===== config.mk =====
export PLATFORM = sky130hd
export DESIGN_NAME = sha256_byte_stream_hash_unit
export DESIGN_NICKNAME = d
export VERILOG_FILES = /design/src/hw/rtl/sha256_pkg.sv /design/src/hw/rtl/sha256_sched.sv /design/src/hw/rtl/sha256_round.sv /design/src/hw/rtl/sha256_byte_stream_hash_unit.sv
export SDC_FILE = /design/constraint.sdc
export NUM_CORES = 2
export LEC_CHECK = 0
export BUFFER_PORTS_ARGS = -buffer_cell sky130_fd_sc_hd__buf_2
export CORE_UTILIZATION = 48
export DETAILED_ROUTE_END_ITERATION = 8
export GPL_ROUTABILITY_DRIVEN = 0
export RECOVER_POWER = 100
export SYNTH_ARGS = -nofsm -noshare
export SYNTH_HDL_FRONTEND = slang
export SYNTH_SLANG_ARGS = --single-unit

===== constraint.sdc =====
create_clock -name clk -period 9.75 [get_ports clk]
set_input_delay 1.95 -clock clk [delete_from_list [all_inputs] [get_ports clk]]
set_output_delay 1.95 -clock clk [all_outputs]
set_load 0.1 [all_outputs]

===== src/hw/rtl/sha256_pkg.sv =====
// Shared constants, types and bit functions of the SHA-256 byte stream hash unit.
`timescale 1ns / 1ps

package sha256_pkg;

  localparam int unsigned BLOCK_BYTES = 64;
  localparam int unsigned BLOCK_WORDS = 16;
  localparam int unsigned ROUNDS      = 64;
  localparam int unsigned HASH_WORDS  = 8;
  localparam int unsigned LEN_FIRST   = 56;

  localparam logic [7:0]  PAD_MARK  = 8'h80;
  localparam logic [63:0] BLOCK_BITS = 64'd512;

  localparam logic [31:0] ROUND_K [ROUNDS] = '{
    32'h428a2f98, 32'h71374491, 32'hb5c0fbcf, 32'he9b5dba5,
    32'h3956c25b, 32'h59f111f1, 32'h923f82a4, 32'hab1c5ed5,
    32'hd807aa98, 32'h12835b01, 32'h243185be, 32'h550c7dc3,
    32'h72be5d74, 32'h80deb1fe, 32'h9bdc06a7, 32'hc19bf174,
    32'he49b69c1, 32'hefbe4786, 32'h0fc19dc6, 32'h240ca1cc,
    32'h2de92c6f, 32'h4a7484aa, 32'h5cb0a9dc, 32'h76f988da,
    32'h983e5152, 32'ha831c66d, 32'hb00327c8, 32'hbf597fc7,
    32'hc6e00bf3, 32'hd5a79147, 32'h06ca6351, 32'h14292967,
    32'h27b70a85, 32'h2e1b2138, 32'h4d2c6dfc, 32'h53380d13,
    32'h650a7354, 32'h766a0abb, 32'h81c2c92e, 32'h92722c85,
    32'ha2bfe8a1, 32'ha81a664b, 32'hc24b8b70, 32'hc76c51a3,
    32'hd192e819, 32'hd6990624, 32'hf40e3585, 32'h106aa070,
    32'h19a4c116, 32'h1e376c08, 32'h2748774c, 32'h34b0bcb5,
    32'h391c0cb3, 32'h4ed8aa4a, 32'h5b9cca4f, 32'h682e6ff3,
    32'h748f82ee, 32'h78a5636f, 32'h84c87814, 32'h8cc70208,
    32'h90befffa, 32'ha4506ceb, 32'hbef9a3f7, 32'hc67178f2
  };

  localparam logic [31:0] INIT_H [HASH_WORDS] = '{
    32'h6a09e667, 32'hbb67ae85, 32'h3c6ef372, 32'ha54ff53a,
    32'h510e527f, 32'h9b05688c, 32'h1f83d9ab, 32'h5be0cd19
  };

  // Control of the block buffer / message schedule.
  typedef struct packed {
    logic        wr_byte;
    logic        pad;
    logic        mark;
    logic        put_len;
    logic        shift;
    logic [5:0]  pos;
    logic [7:0]  data;
    logic [63:0] len;
  } sched_ctl_t;

  // Control of the compression unit.
  typedef struct packed {
    logic init;
    logic step;
    logic add;
    logic reset_h;
  } round_ctl_t;

  function automatic logic [31:0] big0(input logic [31:0] x);
    return {x[1:0], x[31:2]} ^ {x[12:0], x[31:13]} ^ {x[21:0], x[31:22]};
  endfunction

  function automatic logic [31:0] big1(input logic [31:0] x);
    return {x[5:0], x[31:6]} ^ {x[10:0], x[31:11]} ^ {x[24:0], x[31:25]};
  endfunction

  function automatic logic [31:0] sig0(input logic [31:0] x);
    return {x[6:0], x[31:7]} ^ {x[17:0], x[31:18]} ^ {3'b000, x[31:3]};
  endfunction

  function automatic logic [31:0] sig1(input logic [31:0] x);
    return {x[16:0], x[31:17]} ^ {x[18:0], x[31:19]} ^ {10'b0, x[31:10]};
  endfunction

endpackage


===== src/hw/rtl/sha256_sched.sv =====
// Block buffer that doubles as the sixteen-word message schedule window.
`timescale 1ns / 1ps

module sha256_sched (
  input  logic                   clk,
  input  sha256_pkg::sched_ctl_t ctl,
  output logic [31:0]            w_cur
);

  logic [31:0] w_r   [sha256_pkg::BLOCK_WORDS];
  logic [31:0] w_nxt [sha256_pkg::BLOCK_WORDS];
  logic [31:0] w_new;

  assign w_cur = w_r[0];
  assign w_new = w_r[0] + sha256_pkg::sig0(w_r[1]) + w_r[9] + sha256_pkg::sig1(w_r[14]);

  always_comb begin
    for (int i = 0; i < sha256_pkg::BLOCK_WORDS; i++) begin
      w_nxt[i] = w_r[i];
    end
    if (ctl.shift) begin
      // Word k of the window always holds schedule word t + k.
      for (int i = 0; i < sha256_pkg::BLOCK_WORDS - 1; i++) begin
        w_nxt[i] = w_r[i + 1];
      end
      w_nxt[sha256_pkg::BLOCK_WORDS - 1] = w_new;
    end else if (ctl.wr_byte) begin
      for (int j = 0; j < 4; j++) begin
        if (ctl.pos[1:0] == 2'(j)) begin
          w_nxt[ctl.pos[5:2]][31 - 8 * j -: 8] = ctl.data;
        end
      end
    end else if (ctl.pad) begin
      for (int i = 0; i < sha256_pkg::BLOCK_WORDS; i++) begin
        for (int j = 0; j < 4; j++) begin
          if (6'(4 * i + j) == ctl.pos) begin
            w_nxt[i][31 - 8 * j -: 8] = ctl.mark ? sha256_pkg::PAD_MARK : 8'h00;
          end else if (6'(4 * i + j) > ctl.pos) begin
            w_nxt[i][31 - 8 * j -: 8] = 8'h00;
          end
        end
      end
      if (ctl.put_len) begin
        w_nxt[sha256_pkg::BLOCK_WORDS - 2] = ctl.len[63:32];
        w_nxt[sha256_pkg::BLOCK_WORDS - 1] = ctl.len[31:0];
      end
    end
  end

  always_ff @(posedge clk) begin
    for (int i = 0; i < sha256_pkg::BLOCK_WORDS; i++) begin
      w_r[i] <= w_nxt[i];
    end
  end

endmodule


===== src/hw/rtl/sha256_round.sv =====
// Compression unit: hash words, working variables and one shared round.
`timescale 1ns / 1ps

module sha256_round (
  input  logic                   clk,
  input  logic                   rst_n,
  input  sha256_pkg::round_ctl_t ctl,
  input  logic [5:0]             rnd,
  input  logic [31:0]            w,
  input  logic [2:0]             rd_idx,
  output logic [31:0]            rd_word
);

  logic [31:0] hash_r [sha256_pkg::HASH_WORDS];
  logic [31:0] v_r    [sha256_pkg::HASH_WORDS];
  logic [31:0] t1;
  logic [31:0] t2;
  logic [31:0] choose;
  logic [31:0] major;

  assign rd_word = hash_r[rd_idx];

  assign choose = (v_r[4] & v_r[5]) ^ (~v_r[4] & v_r[6]);
  assign major  = (v_r[0] & v_r[1]) ^ (v_r[0] & v_r[2]) ^ (v_r[1] & v_r[2]);
  assign t1 = v_r[7] + sha256_pkg::big1(v_r[4]) + choose + sha256_pkg::ROUND_K[rnd] + w;
  assign t2 = sha256_pkg::big0(v_r[0]) + major;

  always_ff @(posedge clk) begin
    if (!rst_n) begin
      for (int i = 0; i < sha256_pkg::HASH_WORDS; i++) begin
        hash_r[i] <= sha256_pkg::INIT_H[i];
      end
    end else if (ctl.reset_h) begin
      for (int i = 0; i < sha256_pkg::HASH_WORDS; i++) begin
        hash_r[i] <= sha256_pkg::INIT_H[i];
      end
    end else if (ctl.add) begin
      for (int i = 0; i < sha256_pkg::HASH_WORDS; i++) begin
        hash_r[i] <= hash_r[i] + v_r[i];
      end
    end
  end

  always_ff @(posedge clk) begin
    if (ctl.init) begin
      for (int i = 0; i < sha256_pkg::HASH_WORDS; i++) begin
        v_r[i] <= hash_r[i];
      end
    end else if (ctl.step) begin
      v_r[7] <= v_r[6];
      v_r[6] <= v_r[5];
      v_r[5] <= v_r[4];
      v_r[4] <= v_r[3] + t1;
      v_r[3] <= v_r[2];
      v_r[2] <= v_r[1];
      v_r[1] <= v_r[0];
      v_r[0] <= t1 + t2;
    end
  end

endmodule


===== src/hw/rtl/sha256_byte_stream_hash_unit.sv =====
// Throughput: one byte per cycle while a block fills; the 64th byte of a block stalls the
// input through the 64 rounds of the single round unit and the add.
// End of message: the padded last block is compressed, then a block of only the length when
// more than 55 bytes are buffered, then eight digest words follow, each held by any output stall.
// Reset (rst_n, synchronous, active low) loads the initial hash values and clears the
// counts and handshakes; the block buffer is undefined until written and is not cleared.
`timescale 1ns / 1ps

module sha256_byte_stream_hash_unit (
  input  logic        clk,
  input  logic        rst_n,
  input  logic        in_valid,
  output logic        in_stall,
  input  logic [7:0]  in_data_byte,
  input  logic        in_byte_present,
  input  logic        in_end_of_message,
  output logic        out_valid,
  input  logic        out_stall,
  output logic [31:0] out_digest_word,
  output logic [2:0]  out_word_index,
  output logic        out_last_word
);

  typedef enum logic [2:0] {
    S_IDLE,
    S_ROUND,
    S_ADD,
    S_PAD,
    S_LEN,
    S_OUT
  } state_t;

  state_t      state_r;
  logic [5:0]  fill_r;
  logic [63:0] bit_cnt_r;
  logic [63:0] len_r;
  logic [5:0]  rnd_r;
  logic        pad_pend_r;
  logic        len_pend_r;
  logic        fin_r;
  logic        out_valid_r;
  logic [2:0]  out_idx_r;

  logic                   in_take;
  logic                   out_take;
  logic                   block_full;
  logic [63:0]            total;
  sha256_pkg::sched_ctl_t sctl;
  sha256_pkg::round_ctl_t rctl;
  logic [31:0]            w_cur;

  assign in_stall  = (state_r != S_IDLE);
  assign in_take   = in_valid && !in_stall;
  assign out_take  = out_valid_r && !out_stall;
  assign block_full = in_byte_present && (fill_r == 6'(sha256_pkg::BLOCK_BYTES - 1));
  assign total     = bit_cnt_r + {55'b0, fill_r, 3'b000};

  assign out_valid      = out_valid_r;
  assign out_word_index = out_idx_r;
  assign out_last_word  = (out_idx_r == 3'(sha256_pkg::HASH_WORDS - 1));

  always_comb begin
    sctl         = '0;
    sctl.pos     = fill_r;
    sctl.data    = in_data_byte;
    sctl.len     = len_r;
    rctl         = '0;
    unique case (state_r)
      S_IDLE: begin
        sctl.wr_byte = in_take && in_byte_present;
        rctl.init    = in_take && block_full;
      end
      S_PAD: begin
        // Marker after the last byte; the length fits only below byte 56.
        sctl.pad     = 1'b1;
        sctl.mark    = 1'b1;
        sctl.put_len = (fill_r < 6'(sha256_pkg::LEN_FIRST));
        sctl.len     = total;
        rctl.init    = 1'b1;
      end
      S_LEN: begin
        sctl.pad     = 1'b1;
        sctl.pos     = '0;
        sctl.put_len = 1'b1;
        rctl.init    = 1'b1;
      end
      S_ROUND: begin
        sctl.shift = 1'b1;
        rctl.step  = 1'b1;
      end
      S_ADD: begin
        rctl.add = 1'b1;
      end
      S_OUT: begin
        rctl.reset_h = out_take && out_last_word;
      end
      default: begin
      end
    endcase
  end

  always_ff @(posedge clk) begin
    if (!rst_n) begin
      state_r     <= S_IDLE;
      fill_r      <= '0;
      bit_cnt_r   <= '0;
      rnd_r       <= '0;
      pad_pend_r  <= 1'b0;
      len_pend_r  <= 1'b0;
      fin_r       <= 1'b0;
      out_valid_r <= 1'b0;
      out_idx_r   <= '0;
    end else begin
      unique case (state_r)
        S_IDLE: begin
          if (in_take) begin
            if (block_full) begin
              fill_r     <= '0;
              bit_cnt_r  <= bit_cnt_r + sha256_pkg::BLOCK_BITS;
              pad_pend_r <= in_end_of_message;
              rnd_r      <= '0;
              state_r    <= S_ROUND;
            end else begin
              if (in_byte_present) begin
                fill_r <= fill_r + 6'd1;
              end
              if (in_end_of_message) begin
                state_r <= S_PAD;
              end
            end
          end
        end
        S_PAD: begin
          len_r      <= total;
          len_pend_r <= (fill_r >= 6'(sha256_pkg::LEN_FIRST));
          fin_r      <= 1'b1;
          bit_cnt_r  <= '0;
          fill_r     <= '0;
          rnd_r      <= '0;
          state_r    <= S_ROUND;
        end
        S_LEN: begin
          len_pend_r <= 1'b0;
          rnd_r      <= '0;
          state_r    <= S_ROUND;
        end
        S_ROUND: begin
          rnd_r <= rnd_r + 6'd1;
          if (rnd_r == 6'(sha256_pkg::ROUNDS - 1)) begin
            state_r <= S_ADD;
          end
        end
        S_ADD: begin
          if (pad_pend_r) begin
            pad_pend_r <= 1'b0;
            state_r    <= S_PAD;
          end else if (len_pend_r) begin
            state_r <= S_LEN;
          end else if (fin_r) begin
            fin_r       <= 1'b0;
            out_valid_r <= 1'b1;
            out_idx_r   <= '0;
            state_r     <= S_OUT;
          end else begin
            state_r <= S_IDLE;
          end
        end
        S_OUT: begin
          if (out_take) begin
            if (out_last_word) begin
              out_valid_r <= 1'b0;
              state_r     <= S_IDLE;
            end else begin
              out_idx_r <= out_idx_r + 3'd1;
            end
          end
        end
        default: begin
          state_r <= S_IDLE;
        end
      endcase
    end
  end

  sha256_sched u_sched (
    .clk   (clk),
    .ctl   (sctl),
    .w_cur (w_cur)
  );

  sha256_round u_round (
    .clk     (clk),
    .rst_n   (rst_n),
    .ctl     (rctl),
    .rnd     (rnd_r),
    .w       (w_cur),
    .rd_idx  (out_idx_r),
    .rd_word (out_digest_word)
  );

endmodule


Yosys cells after proc, flatten, opt, wreduce, memory -nomap -nowiden
Memories as Yosys holds them, arrays and structs flattened. A register that Yosys moved wholly into a read port is not among the register bits.
Index checks and enable logic that the tools add are counted.
Cells by class
  reductions and logical operators: 28
  order comparisons: 69
  add/sub/neg operators: 23
  equal/unequal tests: 85
  muxes and demuxes: 245
  bitwise gates (word level): 43
Operator list (count)
  512-bit two-way mux: 13
  512-bit bitwise mux: 4
  8-bit two-way mux: 130
  32-bit two-way mux: 27
  32-bit adder: 18
  32-bit demux with 4-bit select: 4
  32-bit bitwise XOR: 9
  64-bit two-way mux: 4
  6-bit == test (first input constant): 32
  6-bit greater-than comparator (first input constant): 32
  32-bit bitwise AND: 5
  64-bit case mux with 2 select lines: 1
  5-bit by 6-bit == test with 1-bit output (first input constant): 16
  5-bit by 6-bit greater-than comparator with 1-bit output (first input constant): 16
  64-bit by 10-bit adder with 64-bit output (second input constant): 1
  64-bit by 9-bit adder with 64-bit output: 1
  4-bit by 6-bit == test with 1-bit output (first input constant): 8
  4-bit by 6-bit greater-than comparator with 1-bit output (first input constant): 8
  3-bit two-way mux: 16
  6-bit two-way mux: 6
  32-bit NOT: 1
  32-bit by 22-bit bitwise XOR with 32-bit output: 1
  32-bit by 29-bit bitwise XOR with 32-bit output: 1
  1-bit two-way mux: 28
  other kinds (42): 111
Word-level totals
  word-level logic and storage cells: 507
  ROM bits: 2048
  memory bits (writable): 1024
  register bits after elaboration: 150
  memories: 4
  output and inout bits: 38
  input port bits: 14
Memories
  (no name shown): words 64, width 32, read ports 1, clocked after Yosys merged registers in 0, write ports 0, line sha256_round.sv:25  | assign t1 = v_r[7] + sha256_pkg::big1(v_r[4]) + choose + sha256_pkg::ROUND_K[rnd] + w;
  u_sched.w_r: words 16, width 32, read ports 16, clocked after Yosys merged registers in 0, write ports 16, line sha256_sched.sv:10  | logic [31:0] w_r [sha256_pkg::BLOCK_WORDS];
  u_round.hash_r: words 8, width 32, read ports 9, clocked after Yosys merged registers in 1, write ports 8, line sha256_round.sv:14  | logic [31:0] hash_r [sha256_pkg::HASH_WORDS];
  u_round.v_r: words 8, width 32, read ports 8, clocked after Yosys merged registers in 0, write ports 8, line sha256_round.sv:15  | logic [31:0] v_r [sha256_pkg::HASH_WORDS];

Longest topological paths before layout
  word-level depth: 23
  mapped depth: 38
  gate-level depth less buffers: 37

Hierarchy
A second synthesis with hierarchy kept.
Unflattened totals
  cell total of the unflattened synthesis: 8198
  area, all modules: 78995.8 um^2
By module, submodules not included
  sha256_round: area each 45088.2 um^2, seq. area each 15054.4 um^2, cells an instance 4913, times used 1
  sha256_sched: area each 27279.9 um^2, seq. area each 15374.7 um^2, cells an instance 2551, times used 1
  sha256_byte_stream_hash_unit: area each 6627.6 um^2, seq. area each 3463.3 um^2, cells an instance 734, times used 1

Least setup slack after synthesis
OpenSTA, ideal clock, no wires.
  path kind: register to register
  start: reg rnd_r[0]
  end: mem u_round.v_r[0][31], data pin
  cell stages (with the launch flop): 36
  buffers on the path: 3
  arrival: 8625 ps
  path slack: 858 ps
  library setup time: 267 ps
  data required time: 9483 ps
  clock period less this slack: 8892 ps
  cell sequence: dfxtp_1 -> clkbuf_1 -> clkinv_1 -> ha_1 -> clkbuf_1 -> or2_2 -> clkbuf_1 -> a21oi_1 -> nor2_1 -> mux4_2 -> fa_1 -> fa_1 -> inv_1 -> fa_1 -> ha_1 -> o21ai_0 -> inv_1 -> a2111oi_0 -> nor3_1 -> nor3b_2 -> nor2_1 -> a21boi_0 -> o21bai_1 -> a21oi_1 -> xnor2_1 -> fa_1 -> ha_1 -> a21oi_1 -> o21ai_0 -> a311oi_1 -> o221ai_1 -> o21ai_0 -> o22ai_1 -> o41a_1 -> xnor2_1 -> o21ai_0
RTL lines
  from (decl): line sha256_byte_stream_hash_unit.sv:37  | logic [5:0] rnd_r;
  from (signal assigned): line sha256_byte_stream_hash_unit.sv:148  | rnd_r <= rnd_r + 6'd1;
  to (decl): line sha256_round.sv:15

==> results.md <==
- Run status: finished with violations
- Violations in the final reports: design-rule violations, max-capacitance violations, max-slew violations
- Largest family of logic cells by synthesized area: compound AO/OA/AOI/OAI gates
- Async SR Flop Fraction: 0
- Clk Latency, worst-skew pair: 0.86 ns
- Final setup viols: 0
- Rows: 147
- First-pass GRT wire length: about 400000 µm
- Synth Area in XOR/XNOR: 0.06823
- Reg2Reg Depth: 36
- Critical hold path startpoint: bit_cnt_r[24]
- Final min period: 9.321 ns
- Initial Utilization: 0.4837
- Final slew viol count: around 1900
- CP Data Arrival Time: about 9.9 ns
- H-tree levels: 4
- Drt first pass iters: 9
- Max frequency: about 110 MHz
- CP required: ~10 ns
- Clock sinks: about 1200
- Crit-path max FO: 20
- Post-synth EDFFs: around 1100
- Top-area cell type share of the netlist area: 0.4083
- Syn_nets: 8443
- Max_cap viols: 38
- TritonCTS clock tree: done
- Vias in the first global route: slightly above 60000
- Critical Path Max Stage Delay: ~0.55 ns
- Full die area: between 0.15 and 0.2 mm²
- Wire per inst: ~28 µm
- Setup Fix Bufs, Post-CTS: 0
- Synth unique cells: between 80 and 90
- Synth area leaders: edfxtp_1, nand2_1, ha_1
- Period utilization: 0.9560
- Share of layout cells above drive strength 1: 0.06278
- Overall global routing resource usage: 0.3344
- Register area share after synthesis: 0.4372
- Hold crit path type: flip-flop to flip-flop
- Maximum clock insertion buffer count: 3
- Wire length after detailed routing: between 200000 and 300000 µm
- Type of origin of the critical path: flip-flop
- Worst-margin pin slew: between 4 and 5 ns
- Commonest non-fill, non-tap cell in the layout: nand2_1
- Iteration-0 DRC Markers: about 7700
- Rel. slew slack: -2.136
- Crit path capture type: flip-flop
- Worst r2r src: rnd_r[1]
- Largest net degree at the start of global routing: around 210
- IO Count: 52
- Final ANT Viol Nets: 0
- Most frequent cells in the layout: nand2_1, edfxtp_1, o21ai_0
- Post-Synth Simple-Gate Area: 0.1398
- Synth Warn #: 0
- HPWL after DPL: approximately 200000 µm
- Compound-cell area share of the yosys netlist: 0.1689
- Layout Area Growth over Synthesis: 8.448%
- Hold Slack: just under 0.5 ns
- Setup Skew: roughly 0.077 ns
- Remaining DRCs: 1
- Fin nets: around 8300
- Most frequent CP cell: a21oi_1
- Clock transition at path regs: ~0.06 ns
- Hold Path Cell Cnt: 2
- Final Cell Area: 0.08423 mm²
- Die span in x: roughly 400 µm
- Initial antenna violation count: 10
- Adder-cell area share of the yosys netlist: 0.1167
- Mean cell area of the mapped netlist: 9.908 µm²
- Port-buffer cells: between 50 and 60
- Vert. Die Dim: 404.3 µm
- Mux share of post-synthesis cell area: 0.03220
- Final hold vios: 0
- Crit. Startpoint: rnd_r[1]
- Dpl cell area: 0.08005 mm²
- Post-synthesis cell area: between 0.07 and 0.08 mm²
- Crit-path slowest cell: fa_1
- Vias/cell: 6.357
- Number of buffers created by CTS: between 100 and 150
- Crit Path Category: flip-flop to flip-flop
- Synth Flop Type: edfxtp_1
- Grt ovf: 0
- Clock Tree Root: clkbuf_16
- Number of synthesized register bits: approximately 1200
- Cells after synthesis: approximately 7800
- Area leader, netlist: edfxtp_1
- Via count: between 60000 and 70000
- Fin Setup TNS: 0 ns
- Core ar.: 0.1606 mm²
## worst max-delay path: cells and delay by family (launching register included)
kind,cells,cell delay [ns]
AO/OA/AOI/OAI,18,3.65
XOR/XNOR,2,0.50
adder cells (fa/ha/maj),8,3.25
buffers and inverters,3,0.41
flip-flops,1,0.33
AND/OR/NAND/NOR,5,0.84
## stage by stage
step	util	std cells	worst slack (ns)
floorplan	-	7839	0.8576
global placement	0.4986	9700	0.3243
detailed placement	0.4986	9700	0.2002
CTS	0.5262	9949	0.1344
global route	0.5245	9950	-0.02275
finish	0.5246	9956	0.4287
## what timing repair did
action,in CTS,in global routing
gates resized for setup,0,9
hold buffers,0,0
setup endpoints to repair,0,14
## layer usage
layer | routed length, µm | share of wire | vias to the layer above | GRT usage
li1 | - | - | 28025 | -
met1 | 106200 | 0.38 | 31017 | 0.4267
met2 | 124700 | 0.45 | 3432 | 0.5213
met3 | 25980 | 0.094 | 813 | 0.06726
met4 | 20940 | 0.075 | 4 | 0.2086
met5 | 23 | 0.000083 | - | 0
## cell type report
cell class	instances	area, µm²
Fill cell	14387	76340
Multi-Input combinational cell	5913	40950
Sequential cell	1168	33970
Clock buffer	178	3662
Tap cell	2160	2703
Timing Repair Buffer	184	1106
Inverter	275	1036
Clock inverter	71	779.5
Antenna cell	7	17.52
## sequential cells by signal, summed over array words and instances, names as in the netlist, named ones only
signal / cells
fill_r: 6
len_r: 64
u_round.hash_r: 256
u_round.v_r: 256
bit_cnt_r: 55
u_sched.w_r: 512
pad_pend_r: 1
state_r: 3
fin_r: 1
out_word_index: 3
out_valid: 1
len_pend_r: 1
rnd_r: 6
## Yosys cell counts (37+ instances only)
cell / n
o21ai_0: 625
a21oi_1: 423
nor2_1: 450
dfxtp_1: 112
o21bai_1: 48
xor2_1: 215
mux4_2: 73
o21a_1: 54
edfxtp_1: 1056
o211ai_1: 48
a21o_1: 183
a211oi_1: 44
mux2_2: 45
nand4_1: 37
nand2b_1: 87
a22o_1: 39
a32o_1: 197
xnor2_1: 390
ha_1: 395
a31oi_1: 54
nor3_1: 95
nand3_1: 106
nand2_1: 1515
inv_1: 272
clkbuf_1: 441
and3_1: 45
fa_1: 195
nor2b_1: 64
a22oi_1: 43
## logic make-up (layout without fill, tap and decap cells)
kind of cell / after synthesis / count (layout)
xor+xnor: 605 / 605
simple gates: 2544 / 2544
fa+ha+maj: 612 / 612
other cells: 0 / 7
compound gates: 1999 / 1999
buf+inv: 758 / 708
mux: 153 / 153
flops: 1168 / 1168
## final timing paths
path | end | slack [ns]
max reg2reg | u_round.v_r[0][31] | 0.43
min reg2reg | bit_cnt_r[24] | 0.49
max | u_round.v_r[0][31] | 0.43
min | bit_cnt_r[24] | 0.49
Power is not shown: default switching activity piles up to over one toggle a cycle in this logic, so the estimate is an artifact.
